===== config.mk =====
export PLATFORM = sky130hd
export DESIGN_NAME = can_bit_timing_solver
export DESIGN_NICKNAME = d
export VERILOG_FILES = /design/src/can_bts_pkg.sv /design/src/can_bts_div.sv /design/src/can_bts_seq.sv /design/src/can_bit_timing_solver.sv
export SDC_FILE = /design/constraint.sdc
export NUM_CORES = 1
export LEC_CHECK = 0
export BUFFER_PORTS_ARGS = -buffer_cell sky130_fd_sc_hd__buf_2
export CAP_MARGIN = 40
export CORE_MARGIN = 2
export CORE_UTILIZATION = 30
export DETAILED_ROUTE_END_ITERATION = 16
export PLACE_DENSITY_LB_ADDON = 0.08
export SLEW_MARGIN = 0
export SYNTH_ARGS = -nofsm -noshare
export SYNTH_HDL_FRONTEND = slang
export SYNTH_SLANG_ARGS = --single-unit

===== constraint.sdc =====
create_clock -name clk -period 6.15 [get_ports clk]
set_input_delay 0.3075 -clock clk [delete_from_list [all_inputs] [get_ports clk]]
set_output_delay 0.3075 -clock clk [all_outputs]
set_load 0.1 [all_outputs]

===== src/can_bts_pkg.sv =====
// can_bts_pkg: shared types and constants for the can bit timing solver
// transaction payload structs, configuration register indexes, default parameters
// no dependencies
`default_nettype none

package can_bts_pkg;

    localparam int CLK_W      = 32;
    localparam int RATE_W     = 24;
    localparam int PRE_W      = 11;
    localparam int SJL_W      = 8;
    localparam int CFG_IDX_W  = 2;
    localparam int CFG_DATA_W = 11;

    localparam int QUANTA_MAX_DEF = 25;
    localparam int QUANTA_MIN_DEF = 8;

    localparam logic [PRE_W-1:0] PRESCALER_FLOOR_RST = 11'd1;
    localparam logic [SJL_W-1:0] SYNC_JUMP_LIMIT_RST = 8'd16;

    typedef enum logic [CFG_IDX_W-1:0] {
        CFG_PRESCALER_FLOOR = 2'd0,
        CFG_SYNC_JUMP_LIMIT = 2'd1
    } cfg_index_t;

    typedef struct packed {
        logic [CLK_W-1:0]  clock_freq;
        logic [RATE_W-1:0] target_rate;
        logic [PRE_W-1:0]  prescaler_ceiling;
    } in_item_t;

    typedef struct packed {
        logic             status;
        logic [PRE_W-1:0] prescaler;
        logic [4:0]       quanta_per_bit;
        logic [4:0]       phase_seg1;
        logic [2:0]       phase_seg2;
        logic [2:0]       jump_width;
    } out_item_t;

    localparam out_item_t ERROR_RESULT = '{
        status: 1'b1, prescaler: '0, quanta_per_bit: '0,
        phase_seg1: '0, phase_seg2: '0, jump_width: '0
    };

endpackage

`default_nettype wire


===== src/can_bts_div.sv =====
// can_bts_div: restoring divider, one quotient bit per cycle
// gives quotient and remainder; uses no package items
`default_nettype none

module can_bts_div #(
    parameter int NUM_W = 32,
    parameter int DEN_W = 31
) (
    input  wire logic             clk,
    input  wire logic             rst_n,
    input  wire logic             start,
    input  wire logic [NUM_W-1:0] dividend,
    input  wire logic [DEN_W-1:0] divisor,
    output logic                  done,
    output logic [NUM_W-1:0]      quotient,
    output logic [DEN_W-1:0]      remainder
);

    localparam int CNT_W = $clog2(NUM_W + 1);

    logic             run_reg, run_next;
    logic             done_reg, done_next;
    logic [CNT_W-1:0] cnt_reg, cnt_next;
    logic [NUM_W-1:0] quo_reg, quo_next;
    logic [DEN_W-1:0] rem_reg, rem_next;
    logic [DEN_W-1:0] den_reg, den_next;

    logic [DEN_W:0] trial;
    logic           fits;

    assign trial = {rem_reg, quo_reg[NUM_W-1]};
    assign fits  = (trial >= {1'b0, den_reg});

    always_comb
    begin
        run_next  = run_reg;
        done_next = 1'b0;
        cnt_next  = cnt_reg;
        quo_next  = quo_reg;
        rem_next  = rem_reg;
        den_next  = den_reg;
        if (start)
        begin
            run_next = 1'b1;
            cnt_next = CNT_W'(NUM_W);
            quo_next = dividend;
            rem_next = '0;
            den_next = divisor;
        end
        else if (run_reg)
        begin
            // shift in the next dividend bit, subtract when it fits
            rem_next = fits ? DEN_W'(trial - {1'b0, den_reg}) : trial[DEN_W-1:0];
            quo_next = {quo_reg[NUM_W-2:0], fits};
            cnt_next = cnt_reg - CNT_W'(1);
            if (cnt_reg == CNT_W'(1))
            begin
                run_next  = 1'b0;
                done_next = 1'b1;
            end
        end
    end

    always_ff @(posedge clk or negedge rst_n)
    begin
        if (!rst_n)
        begin
            run_reg  <= 1'b0;
            done_reg <= 1'b0;
            cnt_reg  <= '0;
        end
        else
        begin
            run_reg  <= run_next;
            done_reg <= done_next;
            cnt_reg  <= cnt_next;
        end
    end

    always_ff @(posedge clk)
    begin
        quo_reg <= quo_next;
        rem_reg <= rem_next;
        den_reg <= den_next;
    end

    assign done      = done_reg;
    assign quotient  = quo_reg;
    assign remainder = rem_reg;

endmodule

`default_nettype wire


===== src/can_bts_seq.sv =====
// can_bts_seq: search sequencer over quanta counts, drives the divider
// and holds the output register; depends on can_bts_pkg
`default_nettype none

module can_bts_seq
    import can_bts_pkg::*;
#(
    parameter int QUANTA_MAX = QUANTA_MAX_DEF,
    parameter int QUANTA_MIN = QUANTA_MIN_DEF,
    parameter int QW         = 5,
    parameter int DW         = RATE_W + 5
) (
    input  wire logic             clk,
    input  wire logic             rst_n,
    input  wire logic             in_valid,
    output logic                  in_ready,
    input  wire in_item_t         in_data,
    output logic                  out_valid,
    input  wire logic             out_ready,
    output out_item_t             out_data,
    input  wire logic [PRE_W-1:0] prescaler_floor,
    input  wire logic [SJL_W-1:0] sync_jump_limit,
    output logic                  div_start,
    output logic [CLK_W-1:0]      div_dividend,
    output logic [DW-1:0]         div_divisor,
    input  wire logic             div_done,
    input  wire logic [CLK_W-1:0] div_quotient,
    input  wire logic [DW-1:0]    div_remainder
);

    localparam int SW = (QW > SJL_W) ? QW : SJL_W;

    typedef enum logic [3:0] {
        ST_IDLE   = 4'b0001,
        ST_LAUNCH = 4'b0010,
        ST_DIV    = 4'b0100,
        ST_DONE   = 4'b1000
    } state_t;

    state_t            state_reg, state_next;
    logic [CLK_W-1:0]  clk_reg, clk_next;
    logic [RATE_W-1:0] rate_reg, rate_next;
    logic [PRE_W-1:0]  ceil_reg, ceil_next;
    logic [QW-1:0]     q_reg, q_next;
    out_item_t         res_reg, res_next;
    logic              out_valid_reg, out_valid_next;
    out_item_t         out_data_reg, out_data_next;

    logic            match;
    logic [QW-1:0]   tm1;
    logic [QW+1:0]   tm1x3;
    logic [QW-1:0]   seg1;
    logic [QW-1:0]   seg2;
    logic [SW-1:0]   sjw;
    out_item_t       found;

    // candidate timing for the current count
    assign tm1   = q_reg - QW'(1);
    assign tm1x3 = (QW+2)'(tm1) + (QW+2)'({tm1, 1'b0});
    assign seg1  = tm1x3[QW+1:2];
    assign seg2  = tm1 - seg1;
    assign sjw   = (SW'(seg2) < SW'(sync_jump_limit)) ? SW'(seg2) : SW'(sync_jump_limit);

    assign match = (div_remainder == '0)
                && (div_quotient >= CLK_W'(prescaler_floor))
                && (div_quotient <= CLK_W'(ceil_reg));

    always_comb
    begin
        found.status         = 1'b0;
        found.prescaler      = div_quotient[PRE_W-1:0];
        found.quanta_per_bit = q_reg[4:0];
        found.phase_seg1     = seg1[4:0];
        found.phase_seg2     = seg2[2:0];
        found.jump_width     = sjw[2:0];
    end

    assign div_start    = (state_reg == ST_LAUNCH);
    assign div_dividend = clk_reg;
    assign div_divisor  = DW'(rate_reg) * DW'(q_reg);

    always_comb
    begin
        state_next     = state_reg;
        clk_next       = clk_reg;
        rate_next      = rate_reg;
        ceil_next      = ceil_reg;
        q_next         = q_reg;
        res_next       = res_reg;
        out_valid_next = out_valid_reg;
        out_data_next  = out_data_reg;

        if (out_valid_reg && out_ready)
        begin
            out_valid_next = 1'b0;
        end

        case (state_reg)
            ST_IDLE:
            begin
                if (in_valid)
                begin
                    clk_next  = in_data.clock_freq;
                    rate_next = in_data.target_rate;
                    ceil_next = in_data.prescaler_ceiling;
                    q_next    = QW'(QUANTA_MAX);
                    if (in_data.clock_freq == '0 || in_data.target_rate == '0
                        || QUANTA_MIN > QUANTA_MAX)
                    begin
                        res_next   = ERROR_RESULT;
                        state_next = ST_DONE;
                    end
                    else
                    begin
                        state_next = ST_LAUNCH;
                    end
                end
            end
            ST_LAUNCH:
            begin
                state_next = ST_DIV;
            end
            ST_DIV:
            begin
                if (div_done)
                begin
                    if (match)
                    begin
                        res_next   = found;
                        state_next = ST_DONE;
                    end
                    else if (q_reg == QW'(QUANTA_MIN) || q_reg == QW'(1))
                    begin
                        res_next   = ERROR_RESULT;
                        state_next = ST_DONE;
                    end
                    else
                    begin
                        q_next     = q_reg - QW'(1);
                        state_next = ST_LAUNCH;
                    end
                end
            end
            ST_DONE:
            begin
                // wait for the output register to free up
                if (!out_valid_reg || out_ready)
                begin
                    out_valid_next = 1'b1;
                    out_data_next  = res_reg;
                    state_next     = ST_IDLE;
                end
            end
            default:
            begin
                state_next = ST_IDLE;
            end
        endcase
    end

    always_ff @(posedge clk or negedge rst_n)
    begin
        if (!rst_n)
        begin
            state_reg     <= ST_IDLE;
            out_valid_reg <= 1'b0;
        end
        else
        begin
            state_reg     <= state_next;
            out_valid_reg <= out_valid_next;
        end
    end

    always_ff @(posedge clk)
    begin
        clk_reg      <= clk_next;
        rate_reg     <= rate_next;
        ceil_reg     <= ceil_next;
        q_reg        <= q_next;
        res_reg      <= res_next;
        out_data_reg <= out_data_next;
    end

    assign in_ready  = (state_reg == ST_IDLE);
    assign out_valid = out_valid_reg;
    assign out_data  = out_data_reg;

endmodule

`default_nettype wire


===== src/can_bit_timing_solver.sv =====
// can_bit_timing_solver: top level, configuration registers, sequencer and divider
// depends on can_bts_pkg, can_bts_seq, can_bts_div
//
// usage:
//   in channel (in_valid/in_ready/in_data) takes one request per transaction:
//   clock frequency, target bitrate and prescaler ceiling.
//   out channel (out_valid/out_ready/out_data) returns exactly one result per
//   request: status, prescaler, quanta per bit, both time segments, jump width.
//   cfg channel (cfg_valid/cfg_ready/cfg_index/cfg_data) writes prescaler floor
//   (index 0) or sync jump limit (index 1); cfg_ready is always high.
// search:
//   each quanta count tried costs one multiply of bitrate by count that loads
//   the divider in ST_LAUNCH, then a run of the bit-serial 32-bit divider in
//   ST_DIV. counts are tried from QUANTA_MAX down, up to 18 with default
//   parameters; a zero clock or bitrate answers with an error without dividing.
//   one request is in work at a time; in_ready is high only between requests.
// stall and reset:
//   a finished result waits in the output register while out_ready is low and
//   the next request can already be taken; a second result then holds until
//   the register frees up. reset empties the output, goes idle and sets the
//   prescaler floor to 1 and the sync jump limit to 16.
`default_nettype none

module can_bit_timing_solver
    import can_bts_pkg::*;
#(
    parameter int QUANTA_MAX = QUANTA_MAX_DEF,
    parameter int QUANTA_MIN = QUANTA_MIN_DEF
) (
    input  wire logic                  clk,
    input  wire logic                  rst_n,
    input  wire logic                  in_valid,
    output logic                       in_ready,
    input  wire in_item_t              in_data,
    output logic                       out_valid,
    input  wire logic                  out_ready,
    output out_item_t                  out_data,
    input  wire logic                  cfg_valid,
    output logic                       cfg_ready,
    input  wire logic [CFG_IDX_W-1:0]  cfg_index,
    input  wire logic [CFG_DATA_W-1:0] cfg_data
);

    localparam int QW_RAW = $clog2(QUANTA_MAX + 1);
    localparam int QW     = (QW_RAW > 5) ? QW_RAW : 5;
    localparam int DW     = RATE_W + QW;

    logic [PRE_W-1:0] floor_reg;
    logic [SJL_W-1:0] sjl_reg;

    logic             div_start;
    logic [CLK_W-1:0] div_dividend;
    logic [DW-1:0]    div_divisor;
    logic             div_done;
    logic [CLK_W-1:0] div_quotient;
    logic [DW-1:0]    div_remainder;

    assign cfg_ready = 1'b1;

    always_ff @(posedge clk or negedge rst_n)
    begin
        if (!rst_n)
        begin
            floor_reg <= PRESCALER_FLOOR_RST;
            sjl_reg   <= SYNC_JUMP_LIMIT_RST;
        end
        else if (cfg_valid)
        begin
            case (cfg_index)
                CFG_PRESCALER_FLOOR: floor_reg <= cfg_data[PRE_W-1:0];
                CFG_SYNC_JUMP_LIMIT: sjl_reg   <= cfg_data[SJL_W-1:0];
                default:             ;
            endcase
        end
    end

    can_bts_seq #(
        .QUANTA_MAX (QUANTA_MAX),
        .QUANTA_MIN (QUANTA_MIN),
        .QW         (QW),
        .DW         (DW)
    ) u_seq (
        .clk             (clk),
        .rst_n           (rst_n),
        .in_valid        (in_valid),
        .in_ready        (in_ready),
        .in_data         (in_data),
        .out_valid       (out_valid),
        .out_ready       (out_ready),
        .out_data        (out_data),
        .prescaler_floor (floor_reg),
        .sync_jump_limit (sjl_reg),
        .div_start       (div_start),
        .div_dividend    (div_dividend),
        .div_divisor     (div_divisor),
        .div_done        (div_done),
        .div_quotient    (div_quotient),
        .div_remainder   (div_remainder)
    );

    can_bts_div #(
        .NUM_W (CLK_W),
        .DEN_W (DW)
    ) u_div (
        .clk       (clk),
        .rst_n     (rst_n),
        .start     (div_start),
        .dividend  (div_dividend),
        .divisor   (div_divisor),
        .done      (div_done),
        .quotient  (div_quotient),
        .remainder (div_remainder)
    );

endmodule

`default_nettype wire

# After elaboration in Yosys (flattened, before gate mapping)
# Cells that the tools add are included.
# totals
mem_bits_ro	0
mem_count	0
latchBits	0
ramBits	0
register_bits	250
out_inout_bits	31
word_cells	104
in_bits	85
# op_classes
mux	33
bitwise_logic	0
div	0
multipliers	1
shifts	0
n_addsub	5
order_cmp	4
reduce_logical	20
eq_ne	15
# op_table
op	count
2-to-1 mux 28 bit	5
2-to-1 mux 32 bit	2
one-hot mux 28 bit (2 select lines)	1
>= comparator 32 x 11 -> 1 bit	1
<= comparator 32 x 11 -> 1 bit	1
logical NOT 32 bit	1
>= comparator 30 x 29 -> 1 bit	1
logical NOT 29 bit	1
multiplier 24 x 5 -> 29 bit	1
2-to-1 mux 29 bit	1
subtractor 29 bit	1
logical NOT 24 bit	1
2-to-1 mux 4 bit	6
2-to-1 mux 5 bit	4
one-hot mux 4 bit (4 select lines)	1
2-to-1 mux 6 bit	2
one-hot mux 5 bit (2 select lines)	1
AND reduction 5 bit	2
2-to-1 mux 1 bit	9
< comparator 5 x 8 -> 1 bit	1
AND reduction 2 bit	4
adder 5 x 6 -> 7 bit	1
== test 6 x 1 -> 1 bit (second input constant)	1
!= test 2 x 1 -> 1 bit (second input constant)	3
19 further kinds	26

# Longest topological paths before layout
# Gate-level depths: netlist (run 1).
# logic_depth
word_depth	8
depth_mapped	20
mapped_depth_nobuf	18

# Hierarchy
# From an unflattened synthesis (run 1), not the netlist that was laid out.
# unflattened
hier_cells	1424
hier_area_um2	15826.4
# modules_own_cells
mod	area_each_um2	cells_per_inst	instances	seq_area_each_um2
can_bts_seq	9537.9	857	1	3970.1
can_bts_div	5550.3	524	1	2612.5
can_bit_timing_solver	738.2	43	1	478.0

# Least setup slack after synthesis (run 1)
# OpenSTA, ideal clock, no wires.
# synth_timing
path_kind	register to register
from	register u_seq.state_reg[1]
to	register u_seq.res_reg[0] in the netlist's numbering (enable)
required_ns	5.764
t_arrival_ns	4.731
n_path_buf	0
path_slack_ns	1.032
setup_time_ns	0.386
path_stages_with_launch	7
synth_period_minus_slack_ns	5.118
path_cell_list	dfrtp_1 nor2_1 nand2_1 nor2_1 and2_1 a22o_1 o21a_1
# synth_between
elab_chain_cells	3
word_cells_on_any_way	8
cone_classes	6 x eq/ne; 2 x reduce/logical
# synth_rtl
element	line_no	rtl
from (decl)	can_bts_seq.sv:40	state_t state_reg, state_next;
from (signal assigned)	can_bts_seq.sv:170	state_reg <= state_next;
== test 4 x 1 -> 1 bit *	-	
net in_ready	can_bit_timing_solver.sv:33	output logic in_ready,
!= test 2 x 1 -> 1 bit (no line), or another cell as far along	-	
AND reduction 5 bit (no line) *	-	
to (signal assigned)	can_bts_seq.sv:181	res_reg <= res_next;
to (decl)	can_bts_seq.sv:45	out_item_t res_reg, res_next;
# The timed path passes the listed nets; every way through them passes the cells marked *.
# A chain may end at the register's enable or synchronous reset.

# Worst setup path after layout (run 1)
# layout_timing
from	register u_seq.q_reg[4]
to	register u_div.den_reg[28], data pin
# layout_between
elab_chain_cells	1
# layout_rtl
element	line_no	rtl
from (decl)	can_bts_seq.sv:44	logic [QW-1:0] q_reg, q_next;
from (signal assigned)	can_bts_seq.sv:180	q_reg <= q_next;
multiplier 24 x 5 -> 29 bit	can_bts_seq.sv:80	assign div_divisor = DW'(rate_reg) * DW'(q_reg);
net div_divisor[28]	can_bit_timing_solver.sv:53	logic [DW-1:0] div_divisor;
to (signal assigned)	can_bts_div.sv:84	den_reg <= den_next;
to (decl)	can_bts_div.sv:26	logic [DEN_W-1:0] den_reg, den_next;
# The timed path passes the listed nets, and every way through them passes these cells.

==> summary.txt, run 1 <==
Status
  • Status: finished clean

Clock network
  • Worst-skew pair later-pin latency: 0.54 ns
  • Max clock buf depth: 3
  • Root buf cell: clkbuf_16
  • Clock sinks: 250
  • Clock Pin Slew Worst Setup and Hold Paths: 0.06 ns
  • Total CTS buffers: 34
  • CTS tree: yes
  • H-tree levels: 2
  • Post-CTS setup buffers: 0

STA
  • Slew @ Worst Pin: 0.829 ns
  • Max-slew violation count: 0
  • RSZ-0062 raised after global routing: no
  • Final worst-path cycle share: 85.4%
  • Setup TNS: 0 ns
  • Achievable Freq: 190 MHz
  • Hold Violations, Final: 0
  • Crit path time final: 5.25 ns
  • Setup Skew: 0.0266 ns
  • Final number of setup-violating endpoints: 0
  • Rel. slew slack: 44.6%

Synth
  • Synth Flop Type: edfxtp_1
  • Top cells by area, synth: edfxtp_1, fa_1, ha_1
  • Mux cell area share after synthesis: 1.70%
  • Adder-cell share of the synthesized area: 16.8%
  • Sequential fraction of the synthesis area: 44.2%
  • Synth area leader: edfxtp_1
  • Async SR Flop Fraction: 12.8%
  • Synthesized flop and latch total: between 200 and 300
  • Post-Synth Simple-Gate Area: ~18%
  • Ys Warns: 0
  • Syn_nets: 1,813
  • Complex-gate fraction of the synthesized area: 10.8%
  • Fraction of synthesized cell area in xor and xnor cells: 3.13%
  • Largest family of logic cells by synthesized area: simple AND/OR/NAND/NOR gates
  • Cells after synthesis: 1,555
  • Top cell type's share of synthesized area: 35.6%
  • Netlist cell types: 80
  • Syn avg cell area: 10.3 um^2
  • Number of synthesized flops with an enable pin: 189
  • Mapped cell area: 16,000 um^2

Layout
  • Final Non-Filler Cells: 2,445
  • Final core utilization: 36.3%
  • Fillers: 5,316
  • Share of layout cells above drive strength 1: 12.0%
  • Area Overhead vs Synth: 19.6%
  • Antenna Diode Count: 0
  • Fin nets: between 1,500 and 2,000
  • Footprint of the multi-input gates: 8020 um^2
  • Sequential cell area: 7060 um^2

Detailed routing
  • Met1 WL: 21.0 mm
  • Mean routed wirelength per cell: around 17 um
  • WL met3: 1.23 mm
  • Total Routed Length: 40.9 mm
  • DR top layer: met4
  • DR vias: 11,500
  • Post-DRT Antenna Nets: 0
  • Met2 wire len: 17.9 mm
  • DRT iter0 DRCs: 550
  • Vias per cell: 4.72
  • DRT Pass-1 Iters: 5
  • Drt drc: 0

Die
  • Core Box Area: 52,600 um^2
  • Num rows: 84
  • Initial core utilization: 30.4%
  • Io pins: 116
  • Die Footprint: 55,100 um^2
  • Chip Height: ~230 um
  • Die Wd: 235 um

Worst setup path
  • Worst path top cell family by delay: adder cells
  • Crit path buffers/inverters: 2
  • Crit-path max FO: 27
  • Worst path most repeated cell: fa_1
  • Critical Path AT: 5.51 ns
  • Crit Path Category: flip-flop to flip-flop
  • Critical Path RT: 6.41 ns
  • Worst Setup SP: u_seq.q_reg[4]$_SDFFCE_PP1P_
  • CP max stage delay: about 0.88 ns
  • Reg2Reg Launch Point: u_seq.q_reg[4]$_SDFFCE_PP1P_
  • Worst setup SP type: flip-flop
  • Critical Path, Cell by Cell: and2_1, fa_1, fa_1, inv_1, fa_1, inv_1, ha_1, a2111oi_0, o21ai_1, a41oi_1, o21ai_1, a211oi_1, or4_1, nand4_1
  • Crit end category: flip-flop
  • CP max-delay cell: edfxtp_1

Hold path
  • Worst Min Path Start: in_data[46]
  • Hold crit path type: input port to flip-flop

Placement
  • Dpl hpwl: 29.8 mm
  • Post-placement cell count: 2,317
  • Placer Congestion: around 0.82
  • Port bufs: 114

Global route
  • First-pass GRT wire length: 66.5 mm
  • Vias in the first global route: ~12,000
  • Total grt overflow: 0
  • Largest net degree at the start of global routing: 67
  • Antenna violations before repair: 0
  • GRT Util Overall: 15.0%

Run
  • Max-capacitance violation count: 0
-- through the flow --
step / hold WS, ns / worst slack [ns] / cell area, um^2
2_1_floorplan: 0.0119 / 1.03 / 16000
3_3_place_gp: 0.401 / 0.799 / 17300
3_5_place_dp: 0.405 / 0.856 / 17300
4_1_cts: 0.00200 / 0.804 / 19100
5_1_grt: 0.00268 / 0.543 / 19100
6_report: 0.0253 / 0.899 / 19100
-- placed cells by master (no fill, tap or decap), types with 11 or more instances in the layout --
master and count:
nand3_1 27, clkbuf_16 35, nor2_1 63, edfxtp_1 189, inv_1 173, xor2_1 13
dfxtp_1 29, dlygate4sd3_1 68, nand2b_1 17, buf_2 114, nand2_1 195, o21bai_1 11
o21ai_0 58, buf_4 12, nor3_1 24, dfrtp_1 28, mux2i_1 17, a31oi_1 23
xnor2_1 44, ha_1 104, a21oi_1 62, and2_1 112, nand4_1 16, a21o_1 32
nor2b_1 15, a211oi_1 18, nor4_1 43, fa_1 69
-- kinds of logic after synthesis --
| family | Yosys count |
|---|---|
| flops | 250 |
| fa+ha+maj | 173 |
| compound gates | 265 |
| mux | 26 |
| simple gates | 554 |
| other cells | 1 |
| buf+inv | 229 |
| xor+xnor | 57 |
-- synth_stat cells, types with 29 or more instances --
library cell  number
edfxtp_1         189
dfxtp_1           29
nor4_1            43
a21oi_1           62
inv_1            173
a21o_1            32
nor2_1            63
o21ai_0           58
fa_1              69
nand2_1          195
ha_1             104
and2_1           113
clkbuf_1          45
dfrtp_1           29
xnor2_1           44
-- metal layers --
layer | GRT usage (%) | vias up
met4 | 4.20 | 0
met3 | 2.16 | 48
met2 | 22.8 | 192
li1 | - | 5774
met1 | 22.2 | 5530
met5 | 0 | -
-- timing repair --
action                    CTS  global route
hold endpoints to repair   96             0
hold buffers               68             0
gates resized for setup     0             0
-- layout make-up --
type,count,share of cell area (%)
clock inverter,16,0.904
tap,688,4.51
clock buffer,44,4.82
sequential,250,37.0
timing repair buffer,197,7.36
multi-input combinational,1076,42.0
inverter,174,3.42
-- final timing paths --
path | endpoint | slack [ns] | depth (start not counted)
setup / recovery | u_div.den_reg[28]$_DFFE_PP_ | 0.90 | 14
hold / removal | u_seq.div_dividend[11]$_DFFE_PP_ | 0.03 | 1
setup reg to reg | u_div.den_reg[28]$_DFFE_PP_ | 0.90 | 14
hold reg to reg | u_seq.out_data[7]$_DFFE_PP_ | 0.41 | 0
max in group asynchronous | u_div.run_reg$_DFF_PN0_ | 5.21 | 2
min in group asynchronous | u_div.cnt_reg[1]$_DFFE_PN0P_ | 0.43 | 2
Power of run 1 is left out: the tool's default activity adds up to more than one toggle a clock period on the data nets, which glitch-free logic cannot reach.
==> inputs of run 2 (changes only) <==
--- a/config.mk
+++ b/config.mk
@@ -9,6 +9,7 @@
 export CAP_MARGIN = 40
 export CORE_MARGIN = 2
 export CORE_UTILIZATION = 30
+export CTS_BUF_LIST = sky130_fd_sc_hd__clkbuf_8
 export DETAILED_ROUTE_END_ITERATION = 16
 export PLACE_DENSITY_LB_ADDON = 0.08
 export SLEW_MARGIN = 0
==> run 2 against run 1 <==
Against the previous run:
- routed wire length up 1.3%
- worst setup slack better by 0.036 ns
- non-clock buffer count grew 14
- fmax rose by 0.69%
- flip-flop and latch count unchanged
- sequential share of layout area is essentially flat
- clock skew grew 0.0034 ns
- hold slack better by 0.023 ns
- utilization about the same
- final area is essentially flat
- final cell count is 1.8% higher
- die area is the same
- largest cell class unchanged
==> summary.txt, run 2 (synthesized netlist as in run 1, its figures left out) <==
STA
  • Setup TNS: 0 ns
  • Max-slew violation count: 0
  • Setup Skew: 0.0300 ns
  • Final number of setup-violating endpoints: 0
  • Achievable Freq: 192 MHz
  • Hold Violations, Final: 0
  • Crit path time final: 5.21 ns
  • Final worst-path cycle share: 84.8%
  • Rel. slew slack: between 40% and 50%
  • RSZ-0062 raised after global routing: no
  • Slew @ Worst Pin: between 0.8 and 0.9 ns

Layout
  • Antenna Diode Count: 0
  • Fin nets: 2,020
  • Most common cell after layout, fill and taps aside: inv_1
  • Fillers: between 5,000 and 6,000
  • Most frequent cells in the layout: inv_1, nand2_1, edfxtp_1, buf_2, and2_1
  • Share of layout cells above drive strength 1: ~13%
  • Area Overhead vs Synth: 19.6%

Status
  • Status: finished clean

Worst setup path
  • Worst setup SP type: flip-flop
  • Critical Path RT: 6.51 ns
  • Crit-path max FO: 27
  • Critical Path AT: 5.58 ns
  • Crit end category: flip-flop
  • Crit Path Category: flip-flop to flip-flop

Die
  • Num rows: 84
  • Core Box Area: 52,600 um^2
  • Chip Height: 235 um
  • Initial core utilization: 30.4%
  • Io pins: 116
  • Die Wd: approximately 230 um
  • Die Footprint: 55,100 um^2

Run
  • Max-capacitance violation count: 0

Global route
  • Largest net degree at the start of global routing: between 60 and 70
  • Vias in the first global route: 11,900
  • Total grt overflow: 0
  • GRT Util Overall: 15.2%
  • Antenna violations before repair: 0
  • First-pass GRT wire length: 67.2 mm

Clock network
  • Clock sinks: 250
  • Resize count post-CTS: 0
  • Max clock buf depth: 3
  • Clock Pin Slew Worst Setup and Hold Paths: approximately 0.060 ns
  • Post-CTS setup buffers: 0
  • Total CTS buffers: 49
  • CTS tree: yes
  • Hold-fix buffers, CTS: about 80
  • H-tree levels: 2
  • Worst-skew pair later-pin latency: 0.63 ns
  • Root buf cell: clkbuf_8

Detailed routing
  • DRT iter0 DRCs: 607
  • DR vias: 11,700
  • Total Routed Length: ~41 mm
  • Drt drc: 0
  • Vias per cell: 4.68
  • Post-DRT Antenna Nets: 0
  • DRT Pass-1 Iters: 6
  • Mean routed wirelength per cell: 16.6 um

Placement
  • Dpl hpwl: 29.8 mm
  • Port bufs: 114
  • Placer Congestion: 0.824

Hold path
  • Hold crit path type: input port to flip-flop
-- run 2: cell count changes in the layout (fill, tap and decap cells not counted), sizes merged --
| cell | previous run | this run |
|---|---|---|
| inv | 175 | 200 |
| clkinvlp | 0 | 1 |
| bufinv | 4 | 2 |
| clkinv | 11 | 9 |
| dlygate4sd3 | 68 | 82 |
| clkbuf | 44 | 53 |
-- run 2: layout make-up --
class / instances / area (um^2) / area share [%]
flip-flops and latches: 250 / 7060 / 37.0
well taps: 688 / 861 / 4.51
multi-input cells: 1076 / 8020 / 42.0
clock inverters: 38 / 228 / 1.19
repair buffers: 211 / 1550 / 8.10
inverters: 174 / 653 / 3.42
clock buffers: 53 / 729 / 3.82
-- run 2: path summary, 6_finish.rpt --
check | endpoint | slack, ns | start | cells after the start
worst max-delay path | u_div.den_reg[28]$_DFFE_PP_ | 0.94 | u_seq.q_reg[4]$_SDFFCE_PP1P_ | 14
worst min-delay path | floor_reg[9]$_DFFE_PN0P_ | 0.05 | cfg_index[1] | 4
worst max register to register | u_div.den_reg[28]$_DFFE_PP_ | 0.94 | u_seq.q_reg[4]$_SDFFCE_PP1P_ | 14
worst min register to register | u_seq.out_data[20]$_DFFE_PP_ | 0.41 | u_seq.res_reg[20]$_SDFFCE_PN0P_ | 0
max in group asynchronous | u_div.run_reg$_DFF_PN0_ | 5.28 | rst_n | 2
min in group asynchronous | floor_reg[1]$_DFFE_PN0P_ | 0.34 | rst_n | 2
-- run 2: metal layers --
metal	routed length, um	share of wire [%]	track usage [%]	vias up
met5	0	0	0	-
li1	-	-	-	5837
met2	18000	43	23.0	196
met1	21100	51	22.4	5560
met3	1460	3.5	2.28	63
met4	944	2.3	4.47	0
-- run 2: critical path, cell delays in order (launching register included) --
cell,delay (ns)
edfxtp_1,0.88
and2_1,0.26
fa_1,0.42
fa_1,0.54
inv_1,0.05
fa_1,0.52
inv_1,0.04
ha_1,0.33
a2111oi_0,0.41
o21ai_1,0.16
a41oi_1,0.41
o21ai_1,0.24
a211oi_1,0.42
or4_1,0.18
nand4_1,0.09
-- run 2: stage by stage --
stage / cells / utilization (%) / instance area (um^2) / setup WS (ns) / hold WS [ns]
2_1_floorplan: 1555 / - / 16000 / 1.03 / 0.0119
3_3_place_gp: 2313 / 32.8 / 17300 / 0.799 / 0.401
3_5_place_dp: 2317 / 33.0 / 17300 / 0.856 / 0.405
4_1_cts: 2490 / 36.3 / 19100 / 0.828 / 0.00476
5_1_grt: 2490 / 36.3 / 19100 / 0.555 / 0.0373
6_report: 2490 / 36.3 / 19100 / 0.935 / 0.0484
Power of run 2 is left out for the same reason.
==> inputs of run 3 (changes only) <==
--- a/config.mk
+++ b/config.mk
@@ -5,6 +5,7 @@
 export SDC_FILE = /design/constraint.sdc
 export NUM_CORES = 1
 export LEC_CHECK = 0
+export ABC_AREA = 1
 export BUFFER_PORTS_ARGS = -buffer_cell sky130_fd_sc_hd__buf_2
 export CAP_MARGIN = 40
 export CORE_MARGIN = 2
==> constraint.sdc (replaced) <==
create_clock -name clk -period 4.2 [get_ports clk]
set_input_delay 0.21 -clock clk [delete_from_list [all_inputs] [get_ports clk]]
set_output_delay 0.21 -clock clk [all_outputs]
set_load 0.1 [all_outputs]
==> run 3 against run 2 <==
Against the previous run:
- synthesized cell count grew 30%
- clock skew increased by 0.0048 ns
- synthesized area up 4.8%
- worst setup slack worse by 0.78 ns
- final cell count up 23%
- flip-flop and latch count stayed put
- critical path type unchanged
==> summary.txt, run 3 <==
Status
  • Status: finished clean

Synth
  • Top cells by area, synth: edfxtp_1, nand2_1, inv_1
  • Mapped cell area: about 17,000 um^2
  • Async SR Flop Fraction: 12.8%
  • Netlist cell types: 44
  • Number of synthesized flops with an enable pin: 189
  • Synth area leader: edfxtp_1
  • Synth cell count leaders: nand2_1, inv_1, edfxtp_1
  • Synthesized flop and latch total: 250
  • Ys Warns: 0
  • Syn avg cell area: 8.26 um^2
  • Synth Flop Type: edfxtp_1
  • Top cell type's share of synthesized area: approximately 34%
  • Cell with the most instances after synthesis: nand2_1
  • Sequential fraction of the synthesis area: a little over two fifths
  • Syn_nets: approximately 2,300
  • Cells after synthesis: 2,024

STA
  • Slew @ Worst Pin: 0.830 ns
  • Worst hold slack: approximately 0.23 ns
  • Crit path time final: roughly 4.0 ns
  • Worst setup margin: 0.158 ns
  • Setup Skew: 0.0348 ns
  • Max-slew violation count: 0
  • Final worst-path cycle share: 96.2%
  • Achievable Freq: 247 MHz
  • Hold Violations, Final: 0
  • Final number of setup-violating endpoints: 0
  • Rel. slew slack: 44.7%

Clock network
  • CTS tree: yes
  • Clock Pin Slew Worst Setup and Hold Paths: 0.06 ns
  • Total CTS buffers: 48
  • Root buf cell: clkbuf_8
  • Max clock buf depth: 3
  • Clock sinks: between 200 and 300
  • Worst-skew pair later-pin latency: 0.64 ns
  • H-tree levels: 2

Layout
  • Most common cell after layout, fill and taps aside: nand2_1
  • Share of layout cells above drive strength 1: 14.2%
  • Most frequent cells in the layout: nand2_1, inv_1, edfxtp_1, nor2_1, buf_2
  • Footprint of the multi-input gates: around 8000 um^2
  • Finished Cell Area: roughly 21,000 um^2
  • Area Overhead vs Synth: 23.8%
  • Sequential cell area: 7060 um^2
  • Fin nets: 2,528
  • Fillers: just under 6,000

Hold path
  • Hold crit path type: input port to async pin

Worst setup path
  • Crit-path max FO: 11
  • Critical Path RT: 4.57 ns
  • Reg2Reg Launch Point: u_seq.q_reg[2]$_SDFFCE_PP0P_
  • Worst setup SP type: flip-flop
  • Worst R2R End: u_div.den_reg[26]$_DFFE_PP_
  • R2r setup slk: 0.16 ns
  • Critical Path AT: 4.41 ns
  • Crit Path Category: flip-flop to flip-flop
  • Crit end category: flip-flop
  • R2R cell count: 20

Global route
  • GRT Util Overall: 16.0%
  • Total grt overflow: 0
  • Vias in the first global route: 13,600
  • Antenna violations before repair: 1
  • First-pass GRT wire length: 72.7 mm
  • Largest net degree at the start of global routing: 63

Placement
  • Port bufs: 114
  • Dpl hpwl: 34.3 mm
  • Placed Instance Area: around 18,000 um^2
  • Setup slack after placement: 0.0462 ns
  • Placer Congestion: 0.874

Detailed routing
  • Mean routed wirelength per cell: 14.8 um
  • Drt drc: 0
  • Post-DRT Antenna Nets: 0
  • DRT Pass-1 Iters: 5
  • Vias per cell: roughly 4.4
  • DRT iter0 DRCs: 733
  • Total Routed Length: 45.3 mm
  • DR vias: 13,500

Die
  • Initial core utilization: a little under a third
  • Core Box Area: between 50,000 and 60,000 um^2
  • Chip Height: between 200 and 250 um
  • Io pins: 116
  • Die Footprint: 57,700 um^2
  • Num rows: 86
  • Die Wd: 240 um

Run
  • Max-capacitance violation count: 0
run 3: cell types whose count changed in the layout (fill, tap and decap cells not counted), moves of 21 or more:
cell     previous run  this run
nor4_1             43        17
inv_1             197       453
nor2_1             63       143
a21o_1             32         3
and2_1            112         2
xnor2_1            44        19
nand3_1            27        94
nand2_1           195       520
ha_1              104        83
run 3: area by class of cell:
type | instances | area share (%)
multi-input cells | 1287 | 39.7
flip-flops and latches | 250 | 34.1
repair buffers | 237 | 8.86
inverters | 446 | 8.08
well taps | 748 | 4.52
clock buffers | 49 | 3.26
clock inverters | 41 | 1.50
diodes | 1 | 0.0121
run 3: worst max path at each step:
stage / end / depth (start not counted) / slack, ns / from
4_1_cts: u_div.den_reg[25]$_DFFE_PP_ / 16 / 0.02 / u_seq.q_reg[4]$_SDFFCE_PP1P_
6_report: u_div.den_reg[26]$_DFFE_PP_ / 20 / 0.16 / u_seq.q_reg[2]$_SDFFCE_PP0P_
2_1_floorplan: u_seq.res_reg[0]$_SDFFCE_PN0P_ / 6 / -0.02 / u_seq.state_reg[0]$_DFFE_PN1P_
3_3_place_gp: u_div.den_reg[25]$_DFFE_PP_ / 16 / 0.03 / u_seq.q_reg[4]$_SDFFCE_PP1P_
3_5_place_dp: u_div.den_reg[25]$_DFFE_PP_ / 16 / 0.05 / u_seq.q_reg[4]$_SDFFCE_PP1P_
5_1_grt: u_div.den_reg[20]$_DFFE_PP_ / 20 / -0.03 / u_seq.q_reg[2]$_SDFFCE_PP0P_
run 3: per-layer routing:
| layer | track usage (%) | share of wire [%] | up-vias |
|---|---|---|---|
| met3 | 2.84 | 3.7 | 58 |
| met5 | 0 | 0 | - |
| met2 | 25.5 | 45 | 215 |
| li1 | - | - | 6859 |
| met4 | 4.18 | 2.1 | 0 |
| met1 | 22.4 | 50 | 6358 |
run 3: cell families (layout without fill, tap and decap cells):
kind of cell,Yosys count,count (layout),synth area share [%]
compound gates,192,192,6.11
fa+ha+maj,173,173,16.0
xor+xnor,45,45,2.40
simple gates,876,876,22.0
buf+inv,487,773,11.2
other cells,1,2,0.0224
flops,250,250,42.2
run 3: critical path, cell delays in order, from the launching register on:
cell       delay (ns)
edfxtp_1         0.42
buf_12           0.17
clkbuf_16        0.17
nand2_1          0.06
inv_1            0.05
fa_1             0.48
fa_1             0.55
inv_1            0.06
fa_1             0.52
inv_1            0.06
ha_4             0.24
nand2_1          0.08
nand2_2          0.06
a21oi_2          0.14
o21ai_2          0.08
buf_4            0.15
nand3_1          0.07
nand2_2          0.08
nand3b_1         0.09
nand2_1          0.06
xor2_1           0.17
run 3: timing repair:
item	in CTS	in global routing
resized for setup	0	89
endpoints found under the setup margin	0	17
buffers inserted	0	6
hold buffers	81	0
hold endpoints to repair	118	0
run 3: stage by stage:
| step | util (%) | cells | setup TNS, ns |
|---|---|---|---|
| final | 37.6 | 3059 | 0 |
| after global routing | 37.6 | 3059 | -0.0616 |
| after CTS | 36.7 | 3050 | 0 |
| after detailed placement | 33.4 | 2879 | 0 |
| after global placement | 33.3 | 2875 | 0 |
| after floorplan | - | 2024 | -0.481 |
Power of run 3 is left out for the same reason.
